`src/hw/rtl/ffha_pkg.sv`:
```
// Shared constants, types and codes for the first-fit heap allocator.
package ffha_pkg;

  localparam int HEAP_BYTES   = 16384;
  localparam int ALIGN_BYTES  = 8;
  localparam int HEADER_BYTES = 8;

  // Offset width, stored size width, rounded request width and walk step counter width.
  localparam int AW    = $clog2(HEAP_BYTES);
  localparam int SW    = AW;
  localparam int NEEDW = AW + 2;
  localparam int STEPW = $clog2(HEAP_BYTES + 3);
  localparam logic [STEPW-1:0] WALK_LIMIT = STEPW'(HEAP_BYTES + 2);

  // Port field widths.
  localparam int KIND_W  = 2;
  localparam int REQ_W   = 15;
  localparam int OFF_W   = 14;
  localparam int BSIZE_W = 15;
  localparam int FRAG_W  = 12;
  localparam int BYTES_W = 15;

  typedef enum logic [KIND_W-1:0] {
    KIND_ALLOC = 2'd0,
    KIND_FREE  = 2'd1,
    KIND_QUERY = 2'd2,
    KIND_STATS = 2'd3
  } kind_t;

  // Link half of a block header: allocated mark, next-valid bit and next offset.
  typedef struct packed {
    logic          mark;
    logic          lnk;
    logic [AW-1:0] next;
  } link_t;

  typedef enum logic [4:0] {
    OP_NONE, OP_CLEAR, OP_ACCEPT, OP_RD_HP, OP_ST_INIT,
    OP_A_FAIL, OP_A_ISSUE, OP_A_TAKE, OP_A_ADV, OP_A_WFP, OP_A_WQ, OP_A_WH,
    OP_F_LATCH, OP_F_ISSUE, OP_F_LOADQ, OP_F_WH, OP_F_WQ, OP_F_NX, OP_F_PREV,
    OP_Q_LOAD, OP_S_ISSUE, OP_S_LOAD, OP_OUT
  } op_t;

  typedef enum logic [4:0] {
    ST_CLEAR, ST_IDLE, ST_DISP,
    ST_A_LOOP, ST_A_CHK, ST_A_WFP, ST_A_WQ, ST_A_WH,
    ST_F_RDH, ST_F_LOOP, ST_F_RDQ, ST_F_WH, ST_F_WQ, ST_F_NX, ST_F_PREV,
    ST_Q_RD, ST_S_ISSUE, ST_S_LOAD, ST_OUT
  } state_t;

  typedef struct packed {
    logic  clr_last;
    kind_t kind;
    logic  p_bad;
    logic  head_lnk;
    logic  q_lnk;
    logic  steps_lim;
    logic  fit;
    logic  split;
    logic  ins;
    logic  merge_next;
    logic  rd_lnk;
  } status_t;

endpackage

```
`src/hw/rtl/ffha_ctrl.sv`:
```
// Controller state machine that sequences the allocator datapath.
module ffha_ctrl
  import ffha_pkg::*;
(
  input  logic    clk,
  input  logic    rst_n,
  input  logic    in_valid,
  output logic    in_ready,
  output logic    out_valid,
  input  logic    out_ready,
  input  status_t sts,
  output op_t     op
);

  state_t state_r, state_nxt;
  logic   out_valid_r, out_valid_nxt;

  always_ff @(posedge clk) begin
    if (!rst_n) begin
      state_r     <= ST_CLEAR;
      out_valid_r <= 1'b0;
    end else begin
      state_r     <= state_nxt;
      out_valid_r <= out_valid_nxt;
    end
  end

  always_comb begin
    state_nxt = state_r;
    op        = OP_NONE;
    unique case (state_r)
      ST_CLEAR: begin
        op = OP_CLEAR;
        if (sts.clr_last) state_nxt = ST_IDLE;
      end
      ST_IDLE: begin
        if (in_valid) begin
          op        = OP_ACCEPT;
          state_nxt = ST_DISP;
        end
      end
      ST_DISP: begin
        unique case (sts.kind)
          KIND_ALLOC: state_nxt = ST_A_LOOP;
          KIND_FREE: begin
            if (sts.p_bad) begin
              state_nxt = ST_OUT;
            end else begin
              op        = OP_RD_HP;
              state_nxt = ST_F_RDH;
            end
          end
          KIND_QUERY: begin
            if (sts.p_bad) begin
              state_nxt = ST_OUT;
            end else begin
              op        = OP_RD_HP;
              state_nxt = ST_Q_RD;
            end
          end
          default: begin
            op        = OP_ST_INIT;
            state_nxt = sts.head_lnk ? ST_S_ISSUE : ST_OUT;
          end
        endcase
      end
      ST_A_LOOP: begin
        if (sts.steps_lim || !sts.q_lnk) begin
          op        = OP_A_FAIL;
          state_nxt = ST_OUT;
        end else begin
          op        = OP_A_ISSUE;
          state_nxt = ST_A_CHK;
        end
      end
      ST_A_CHK: begin
        if (sts.fit) begin
          op        = OP_A_TAKE;
          state_nxt = ST_A_WFP;
        end else begin
          op        = OP_A_ADV;
          state_nxt = ST_A_LOOP;
        end
      end
      ST_A_WFP: begin
        if (sts.split) op = OP_A_WFP;
        state_nxt = ST_A_WQ;
      end
      ST_A_WQ: begin
        op        = OP_A_WQ;
        state_nxt = ST_A_WH;
      end
      ST_A_WH: begin
        op        = OP_A_WH;
        state_nxt = ST_OUT;
      end
      ST_F_RDH: begin
        op        = OP_F_LATCH;
        state_nxt = ST_F_LOOP;
      end
      ST_F_LOOP: begin
        if (sts.steps_lim) begin
          state_nxt = ST_OUT;
        end else if (sts.ins) begin
          state_nxt = ST_F_WH;
        end else if (!sts.q_lnk) begin
          state_nxt = ST_OUT;
        end else begin
          op        = OP_F_ISSUE;
          state_nxt = ST_F_RDQ;
        end
      end
      ST_F_RDQ: begin
        op        = OP_F_LOADQ;
        state_nxt = ST_F_LOOP;
      end
      ST_F_WH: begin
        op        = OP_F_WH;
        state_nxt = ST_F_WQ;
      end
      ST_F_WQ: begin
        op        = OP_F_WQ;
        state_nxt = sts.merge_next ? ST_F_NX : ST_F_PREV;
      end
      ST_F_NX: begin
        op        = OP_F_NX;
        state_nxt = ST_F_PREV;
      end
      ST_F_PREV: begin
        op        = OP_F_PREV;
        state_nxt = ST_OUT;
      end
      ST_Q_RD: begin
        op        = OP_Q_LOAD;
        state_nxt = ST_OUT;
      end
      ST_S_ISSUE: begin
        if (sts.steps_lim) begin
          state_nxt = ST_OUT;
        end else begin
          op        = OP_S_ISSUE;
          state_nxt = ST_S_LOAD;
        end
      end
      ST_S_LOAD: begin
        op        = OP_S_LOAD;
        state_nxt = sts.rd_lnk ? ST_S_ISSUE : ST_OUT;
      end
      ST_OUT: begin
        // The result register is loaded once the previous transfer has left.
        if (!out_valid_r || out_ready) begin
          op        = OP_OUT;
          state_nxt = ST_IDLE;
        end
      end
      default: state_nxt = ST_IDLE;
    endcase
  end

  always_comb begin
    if (op == OP_OUT) begin
      out_valid_nxt = 1'b1;
    end else if (out_ready) begin
      out_valid_nxt = 1'b0;
    end else begin
      out_valid_nxt = out_valid_r;
    end
  end

  assign in_ready  = (state_r == ST_IDLE);
  assign out_valid = out_valid_r;

endmodule

```
`config.mk`:
```
export PLATFORM = sky130hd
export DESIGN_NAME = ffha_ctrl
export DESIGN_NICKNAME = d
export VERILOG_FILES = /design/src/hw/rtl/ffha_pkg.sv /design/src/hw/rtl/ffha_ctrl.sv
export SDC_FILE = /design/constraint.sdc
export NUM_CORES = 1
export LEC_CHECK = 0
export BUFFER_PORTS_ARGS = -buffer_cell sky130_fd_sc_hd__buf_2
export CAP_MARGIN = 5
export CORE_MARGIN = 4
export CORE_UTILIZATION = 26
export DETAILED_ROUTE_END_ITERATION = 10
export PLACE_DENSITY = 0.56
export SLEW_MARGIN = 30
export SYNTH_ARGS = -nofsm -noshare
export SYNTH_HDL_FRONTEND = slang
export SYNTH_SLANG_ARGS = --single-unit
```
`constraint.sdc`:
```
create_clock -name clk -period 2.4 [get_ports clk]
set_clock_uncertainty 0.1 [all_clocks]
set_input_delay 0 -clock clk [delete_from_list [all_inputs] [get_ports clk]]
set_output_delay 0 -clock clk [all_outputs]
set_load 0.1 [all_outputs]
```
# After elaboration in Yosys (flattened, before gate mapping)
# Cells that the tools add are included.
dict set report totals {
  reg_bits 6
  inputBits 16
  output_inout_bits 7
  wordCells 67
}
dict set report op_classes {
  n_eq_ne 24
  n_mux 30
  n_reduce_logical 11
}
# op n
set ops {}
lappend ops {{5-bit case mux with 19 select lines} 1}
lappend ops {{5-bit case mux with 16 select lines} 1}
lappend ops {{5-bit two-way mux} 11}
lappend ops {{5-bit by 4-bit == test with 1-bit output (second input constant)} 8}
lappend ops {{5-bit by 3-bit == test with 1-bit output (second input constant)} 4}
lappend ops {{5-bit == test (second input constant)} 4}
lappend ops {{4-bit two-way mux} 5}
lappend ops {{5-bit case mux with 3 select lines} 1}
lappend ops {{2-bit two-way mux} 7}
lappend ops {{5-bit by 2-bit == test with 1-bit output (second input constant)} 2}
lappend ops {{2-bit != test (second input constant)} 3}
lappend ops {{3-bit case mux with 2 select lines} 1}
lappend ops {{5-bit by 1-bit == test with 1-bit output (second input constant)} 1}
lappend ops {{5-bit logical NOT} 1}
lappend ops {{2-bit OR reduction} 2}
lappend ops {{3-bit two-way mux} 1}
lappend ops {{3-bit AND reduction} 1}
lappend ops {{3-bit OR reduction} 1}
lappend ops {{2-bit by 1-bit == test with 1-bit output (second input constant)} 1}
lappend ops {{2-bit == test (second input constant)} 1}
lappend ops {{1-bit logical NOT} 2}
lappend ops {{2-bit logical NOT} 1}
lappend ops {{1-bit logical OR} 2}
lappend ops {{1-bit two-way mux} 2}
lappend ops {{2-bit nonzero test} 1}

# Logic depth before layout (Yosys ltp)
# Gate-level depths: netlist of run 1.
dict set report depth {
  depth_word 6
  ltp_mapped 6
  depth_no_buf 6
}

# Worst setup path after synthesis of run 1
# No wires, ideal clock.
dict set report synth_path {
  path_kind {reg2out}
  start {register state_r[4]}
  end {output in_ready}
  arrival_ns 3.602
  t_required_ns 2.300
  setup_slack_ns -1.302
  stages_incl_launch_ff 4
  path_buffers 2
  cell_sequence {dfxtp_1 > buf_2 > buf_2 > nor4_1}
}
dict set report synth_between {
  elab_chain_cells 1
}
# element line
set synth_lines {}
lappend synth_lines {{start: declaration} ffha_ctrl.sv:15} ;# state_t state_r, state_nxt;
lappend synth_lines {{start signal: assignment} ffha_ctrl.sv:23} ;# state_r <= state_nxt;
lappend synth_lines {{5-bit by 1-bit == test with 1-bit output} ffha_ctrl.sv:170} ;# assign in_ready = (state_r == ST_IDLE);
lappend synth_lines {{end: declaration} ffha_ctrl.sv:8} ;# output logic in_ready,
# Every way passes these cells.

# Final worst setup path of run 1
dict set report layout_path {
  start {register state_r[3]}
  end {output op[1]}
}
dict set report layout_between {
  elab_chain_cells 2
  word_cells_on_any_way 20
  cone_classes {eq/ne: 18; mux: 1; reduce/logical: 1}
}
# element line
set layout_lines {}
lappend layout_lines {{5-bit == test, or another cell as far along} ffha_ctrl.sv:31} ;# unique case (state_r)
lappend layout_lines {{5-bit case mux with 19 select lines *} ffha_ctrl.sv:31}
lappend layout_lines {{end: declaration} ffha_ctrl.sv:12} ;# output op_t op
# Mark *: on every way between the ends. The rest lies on a longest branch, timed or not.

==> flow_metrics.tcl, run 1 <==
set metrics [dict create \
    status "completed" \
    setup_ws_ns 0.188 \
    initial_core_util 0.280 \
    r2r_end "state_r[0]" \
    pin_count 23 \
    multi_input_area_um2 698 \
    clockBufferDepth 2 \
    layout.nets 169 \
    portBuffers 22 \
    start_kind "register" \
    grt.total_usage 0.122 \
    wl_met1_um 1260 \
    design_area_um2 1100 \
    drc 0 \
    grt_max_degree 19 \
    dieHeight_um 66.3 \
    dpl_cell_area_um2 1060 \
    min_period_ns 2.21 \
    fin_crit_sh 0.922 \
    power_density_nw_per_um2 374 \
    r2r_slack_ns 0.54 \
    ctsRootBufferMaster "clkbuf_4" \
    cts.sinks 6 \
    ys_seq_elements 6 \
    top_layer_used "met4" \
    arrival_ns 2.11 \
    maxCapViolCount 0 \
    wl_per_cell_um 13.8 \
    hold_path_class "in2reg" \
    grt_pass1_vias 954 \
    drive_gt1_frac 0.238 \
    grt_pass1_wl_um 4260 \
    setup_violations 0 \
    cp-endpoint "op[1]" \
    fillCellCount 363 \
    max-slew-margin-rel 0.635 \
    r2r_start "state_r[1]" \
    irDropWorstVdd_mv 0.242 \
    rows 20 \
    dieWidth_um 66.3 \
    antenna_cells 0 \
    synth_area_um2 883 \
    rsz0062_at_grt "no" \
    grt_overflow 0 \
    synth_ff_type "dfxtp_1" \
    die-area_um2 4390 \
    worst-setup-path-type "reg2out" \
    fmax_mhz 452 \
    pre_cts_ws_ns 0.434 \
    met2_length_um 1270 \
    clkLatencyLatePin_ns 0.25 \
    via_per_inst 5.32 \
    yosysWarningCount 0 \
    drv_slew 0 \
    drt-initial-drc-count 18 \
    min_path_cells 3 \
    synth_area_per_cell_um2 7.01 \
    postSynthCellCount 126 \
    end_kind "output port" \
    core_um2 3150 \
    tightestPinTransition_ns 0.547 \
    numCtsBuffers 3 \
    crit_fanout 17 \
    crit_required_ns 2.30 \
    vias 1017 \
    first_pass_iters 4 \
    gp_congestion 0.872 \
    antenna_found_initial 0 \
    synth_edf_count 0 \
    yosysUniqueCellTypes 46 \
    wl_um 2640 \
    hpwl_um 2030 \
    regArea_um2 123 \
    hold_viol 0 \
    p_leak_nw 0.454 \
    seq_area_frac_synth 0.136 \
    async_reset_ff_frac 0 \
    h-tree-depth 1 \
    cp-startpoint "state_r[3]" \
    cts_tree "built" \
    route.met3.wl_um 89 \
    synthesis.nets 146 \
    clkSlewWorstSetupHoldPaths_ns 0.05 \
    ant_nets 0 \
    reg2regPathDepth 5 \
    areaGrowthSynthToFinish_pct 24.9 \
]
==> metal layers <==
metal	vias to the layer above	GRT usage
li1	512	-
met1	478	0.162
met2	24	0.203
met3	3	0.0170
met4	0	0.0305
met5	-	0
==> how the worst min path moves through the flow <==
stage,from,end
2_1_floorplan,rst_n,state_r[3]
3_3_place_gp,rst_n,state_r[3]
3_5_place_dp,rst_n,state_r[3]
4_1_cts,sts[8],state_r[3]
5_1_grt,sts[8],state_r[3]
6_report,sts[8],state_r[3]
==> worst max-delay path: stages, from the launching register on <==
cell and delay (ns):
dfxtp_1 0.66, nand2b_4 0.27, or4b_1 0.11, nand2_1 0.06
or4_1 0.55, buf_12 0.20
==> cells in the mapped netlist (all sizes together), types with 2 or more instances <==
master | instances | area share
a211o | 2 | 0.020
a21oi | 9 | 0.051
a31oi | 2 | 0.014
a41oi | 2 | 0.020
buf | 8 | 0.051
dfxtp | 6 | 0.14
ha | 4 | 0.057
inv | 6 | 0.025
nand2 | 5 | 0.024
nand2b | 9 | 0.072
nand3 | 4 | 0.023
nand4 | 3 | 0.021
nor2 | 9 | 0.038
nor2b | 9 | 0.067
nor3 | 5 | 0.034
nor3b | 2 | 0.017
nor4 | 2 | 0.014
nor4b | 2 | 0.020
o21a | 2 | 0.017
o21ai | 12 | 0.068
o21bai | 2 | 0.017
o32a | 2 | 0.023
or4b | 2 | 0.023
==> registers in the layout, indices dropped and copies added, names as in the netlist <==
register,flops
out_valid,1
state_r,5
==> logic make-up (layout without fill, tap and decap cells) <==
kind of cell | count (synthesis) | after routing | share of synthesized area
simple gates | 59 | 59 | 0.412
compound gates | 41 | 41 | 0.303
fa+ha+maj | 4 | 4 | 0.0567
buf+inv | 15 | 36 | 0.0807
mux | 1 | 1 | 0.0113
flops | 6 | 6 | 0.136
==> placed cells by master, fill, tap and decap left out, types with 4 or more instances in the layout <==
| cell | count |
|---|---|
| buf_2 | 20 |
| nor3_1 | 4 |
| dfxtp_1 | 4 |
| nand2b_1 | 8 |
| o21ai_1 | 5 |
| inv_1 | 6 |
| nand3_1 | 4 |
| a21oi_1 | 9 |
| nor2b_1 | 8 |
| nand2_1 | 4 |
| ha_1 | 4 |
| o21ai_0 | 7 |
| nor2_1 | 9 |
==> final cells by class <==
class / instances / share of cell area
repair buffers: 27 / 0.166
well taps: 44 / 0.0499
clock buffers: 3 / 0.0204
multi-input cells: 105 / 0.633
flip-flops and latches: 6 / 0.111
inverters: 6 / 0.0204
==> metrics by stage <==
step | power (mW) | hold slack [ns] | util | setup TNS [ns] | cells
after global routing | 0.438 | 0.0318 | 0.350 | 0 | 191
after CTS | 0.414 | 0.0270 | 0.350 | 0 | 191
after global placement | 0.309 | 0.181 | 0.336 | 0 | 186
after floorplan | 0.253 | 0.0178 | - | -0.109 | 126
after detailed placement | 0.311 | 0.189 | 0.336 | 0 | 186
final | 0.413 | 0.0377 | 0.350 | 0 | 191
==> where the power goes <==
group	leakage [nW]	internal [mW]	total [mW]	switching [mW]
Clock	0.0138	0.0570	0.0995	0.0426
Combinational	0.391	0.0695	0.194	0.125
Sequential	0.0494	0.104	0.119	0.0151
==> repair_timing <==
action | 4_1_cts | 5_1_grt
hold endpoints to repair | 6 | 0
gates resized for setup | 0 | 1
setup endpoints to repair | 0 | 1
hold buffers | 2 | 0
buffers inserted | 0 | 0
Power figures use the tool's default switching activity.
==> run 2, diff against run 1 <==
- CORE_UTILIZATION: 26 -> 35
- PLACE_DENSITY: 0.56 -> 0.68
==> flow_metrics.tcl, run 2 (same netlist as run 1, synthesis figures left out) <==
set metrics [dict create \
    reg2regPathDepth 5 \
    use_met1 0.204 \
    fillCellCount 254 \
    rsz0062_at_grt "no" \
    layout_common_cells "buf_2, nor2_1, a21oi_1, nand2b_1, nor2b_1" \
    cts.sinks 6 \
    grt_use_met3 0.0267 \
    core_um2 2300 \
    regArea_um2 123 \
    p_leak_nw 0.444 \
    cp-startpoint "state_r[0]" \
    via_per_inst 5.95 \
    worst-setup-path-type "reg2out" \
    die-area_um2 3390 \
    setup_ws_ns 0.128 \
    gp_congestion 0.929 \
    end_kind "output port" \
    ant_nets 0 \
    antenna_found_initial 0 \
    fmax_mhz 440 \
    grt_overflow 0 \
    maxCapViolCount 0 \
    hold_path_class "in2reg" \
    grt.total_usage 0.151 \
    first_pass_iters 4 \
    arrival_ns 2.17 \
    h-tree-depth 1 \
    multi_input_area_um2 698 \
    largest-register "state_r" \
    ctsRootBufferMaster "clkbuf_4" \
    gr-usage-met2 0.245 \
    r2r_end "state_r[0]" \
    tightestPinTransition_ns 0.651 \
    dieHeight_um 58.2 \
    hpwl_um 1990 \
    setup_violations 0 \
    design_area_um2 1070 \
    irDropWorstVdd_mv 0.266 \
    pre_cts_ws_ns 0.329 \
    dpl_cell_area_um2 1030 \
    wl_um 2580 \
    r2r_slack_ns 0.47 \
    grt_pass1_vias 927 \
    power_density_nw_per_um2 376 \
    top_usage_layer "met2" \
    r2r_start "state_r[1]" \
    portBuffers 22 \
    clkSlewWorstSetupHoldPaths_ns 0.04 \
    rows 17 \
    drv_slew 0 \
    setup-tns-final_ns 0 \
    largest_reg_flops 5 \
    drc 0 \
    pin_count 23 \
    drive_gt1_frac 0.234 \
    fin_crit_sh 0.947 \
    clkLatencyLatePin_ns 0.24 \
    cts_setup_buffers 0 \
    hold_viol 0 \
    dieWidth_um 58.2 \
    crit_required_ns 2.30 \
    crit_fanout 18 \
    grt_pass1_wl_um 4070 \
    grt_max_degree 25 \
    vias 1030 \
    drt-initial-drc-count 27 \
    wl_per_cell_um 14.9 \
    initial_core_util 0.385 \
    cts_tree "built" \
    max-slew-margin-rel 0.566 \
    clockBufferDepth 2 \
    min_period_ns 2.27 \
    status "completed" \
    antenna_cells 0 \
    areaGrowthSynthToFinish_pct 20.7 \
    numCtsBuffers 3 \
    start_kind "register" \
    final_common_cell "buf_2" \
    layout.nets 167 \
    cp-endpoint "op[0]" \
]
## run 2: metal layers
layer | part of all wire | vias up
met5 | 0 | -
met4 | 0.0047 | 0
met3 | 0.042 | 2
met2 | 0.50 | 25
met1 | 0.45 | 495
li1 | - | 508
## run 2: through the flow
stage               hold slack (ns)  cells  power [mW]  utilization
global placement              0.204    169       0.307        0.449
CTS                         0.00731    173       0.403        0.464
floorplan                    0.0178    126       0.253            -
finish                      0.00710    173       0.401        0.464
global route                 0.0364    173       0.427        0.464
detailed placement            0.192    169       0.310        0.449
## run 2: critical path: stages (launching register included)
cell and delay [ns]:
dfxtp_1 0.73, nor3_2 0.18, nand2_2 0.15, nor3b_1 0.09, or4b_1 0.58, buf_12 0.20
## run 2: report_power, final
| group | total (mW) | internal [mW] | leakage, nW | switching, mW |
|---|---|---|---|---|
| sequential | 0.120 | 0.104 | 0.0497 | 0.0166 |
| combinational | 0.191 | 0.0685 | 0.381 | 0.123 |
| clock | 0.0894 | 0.0563 | 0.0138 | 0.0331 |
| total | 0.401 | 0.228 | 0.444 | 0.172 |
## run 2: layout make-up
class	instances	area share
multi-input combinational	105	0.655
timing repair buffer	25	0.155
sequential	6	0.115
tap	28	0.0329
clock buffer	3	0.0211
inverter	6	0.0211
## run 2: worst min path at each step
stage / from / endpoint / cells past startpoint
6_report: sts[7] / state_r[1] / 3
3_5_place_dp: rst_n / state_r[3] / 2
3_3_place_gp: rst_n / out_valid / 3
2_1_floorplan: rst_n / state_r[3] / 1
4_1_cts: sts[7] / state_r[1] / 3
5_1_grt: sts[7] / state_r[1] / 3
## run 2: what timing repair did
item                                    in CTS  in global routing
hold buffers                                 1                  0
endpoints found under the setup margin       0                  2
hold endpoints to repair                     6                  0
resized for setup                            0                  1
==> run 3, diff against run 2 <==
- clock period: 2.4 -> 2.3 ns (I/O delays scaled with it)
==> flow_metrics.tcl, run 3 (same netlist as run 1, synthesis figures left out) <==
set metrics [dict create \
    arrival_ns 2.03 \
    p_leak_nw 0.449 \
    slowest_stage "dfxtp_1" \
    worst-setup-path-type "reg2out" \
    drt-initial-drc-count 49 \
    wl_um 2550 \
    tightestPinTransition_ns 0.493 \
    gr-usage-met2 0.239 \
    grt.total_usage 0.152 \
    irDropWorstVdd_mv 0.237 \
    clkLatencyLatePin_ns 0.25 \
    h-tree-depth 1 \
    p_comb_frac 0.471 \
    end_kind "output port" \
    ctsRootBufferMaster "clkbuf_4" \
    dieWidth_um 58.2 \
    grt_overflow 0 \
    largest_reg_flops 5 \
    initial_core_util 0.385 \
    drc 0 \
    maxCapViolCount 0 \
    pin_count 23 \
    crit_buf_inv 1 \
    grt_max_degree 25 \
    layout.nets 169 \
    portBuffers 22 \
    use_met1 0.198 \
    drv_slew 0 \
    hold_viol 0 \
    final_common_cell "buf_2" \
    design_area_um2 1070 \
    top_usage_layer "met2" \
    antenna_found_initial 0 \
    grt_pass1_vias 946 \
    hpwl_um 1950 \
    gp_congestion 0.920 \
    whs_ns 0.0393 \
    grt_pass1_wl_um 4120 \
    status "completed" \
    power_density_nw_per_um2 390 \
    p_switching_mw 0.185 \
    numCtsBuffers 3 \
    cts_tree "built" \
    rows 17 \
    hold_path_class "in2reg" \
    areaGrowthSynthToFinish_pct 21.5 \
    crit_path_cell_trace "nor3_2 -> nand2_2 -> nor3b_1 -> or4b_1 -> clkbuf_4" \
    layout_common_cells "buf_2, nor2_1, a21oi_1, nand2b_1, nor2b_1" \
    via_per_inst 5.91 \
    post-route-util 0.467 \
    crit_fanout 11 \
    clockBufferDepth 2 \
    clkSlewWorstSetupHoldPaths_ns 0.05 \
    start_kind "register" \
    critical-path-top-delay-family "simple AND/OR/NAND/NOR gates" \
    ant_nets 0 \
    cts.sinks 6 \
    core_um2 2300 \
    vias 1034 \
    min_period_ns 2.13 \
    max_stage_delay_ns 0.60 \
    rsz0062_at_grt "no" \
    antenna_cells 0 \
    dpl_cell_area_um2 1020 \
    p_seq_frac 0.291 \
    max-slew-margin-rel 0.674 \
    setup_violations 0 \
    die-area_um2 3390 \
    grt_use_met3 0.0334 \
    clkPwrFrac 0.238 \
    drive_gt1_frac 0.252 \
    wl_per_cell_um 14.6 \
    r2r_slack_ns 0.49 \
    swShare 0.441 \
    largest-register "state_r" \
    crit_required_ns 2.20 \
    first_pass_iters 5 \
    fmax_mhz 469 \
    cts_setup_buffers 0 \
    fin_crit_sh 0.928 \
    dieHeight_um 58.2 \
    power.internal_mw 0.234 \
]
-- run 3: layer usage --
layer / vias to the layer above / share of wire
met3: 8 / 0.096
met4: 0 / 0.019
met2: 47 / 0.47
met5: - / 0
li1: 513 / -
met1: 466 / 0.42
-- run 3: final cells by class --
type | instances | area [um^2]
inverters | 6 | 22.5
multi-input cells | 105 | 698
clock buffers | 3 | 22.5
flip-flops and latches | 6 | 125
repair buffers | 27 | 170
fillers | 231 | 1220
well taps | 28 | 35.0
-- run 3: repair_timing --
item | 4_1_cts | 5_1_grt
hold buffers | 2 | 0
endpoints found under the setup margin | 1 | 4
endpoints found under the hold margin | 6 | 0
gates resized for setup | 1 | 3
-- run 3: path summary, 6_finish.rpt --
kind	start	endpoint	cells after the start
hold / removal	sts[1]	state_r[1]	3
setup reg to reg	state_r[0]	state_r[0]	5
setup / recovery	state_r[0]	op[0]	5
hold reg to reg	state_r[1]	out_valid	2
-- run 3: worst register-to-register path: stages, from the launching register on --
cell and delay (ns):
dfxtp_1 0.60, buf_4 0.24, a21oi_1 0.07, mux2i_1 0.21, o31ai_1 0.11, o311a_1 0.37
-- run 3: metrics by stage --
step | setup TNS [ns] | setup slack [ns] | power [mW] | instances
after global routing | 0 | 0.0332 | 0.437 | 175
after CTS | 0 | 0.0447 | 0.417 | 175
after floorplan | -0.209 | -0.209 | 0.264 | 126
final | 0 | 0.167 | 0.419 | 175
after detailed placement | 0 | 0.247 | 0.314 | 170
after global placement | 0 | 0.279 | 0.313 | 170
-- run 3: power by group through the flow --
| stage | Combinational (mW) | Clock, mW | Sequential, mW |
|---|---|---|---|
| after CTS | 0.194 | 0.101 | 0.121 |
| after global routing | 0.210 | 0.104 | 0.123 |
| after detailed placement | 0.191 | 0 | 0.123 |
| after floorplan | 0.153 | 0 | 0.112 |
| after global placement | 0.190 | 0 | 0.123 |
| final | 0.197 | 0.0997 | 0.122 |
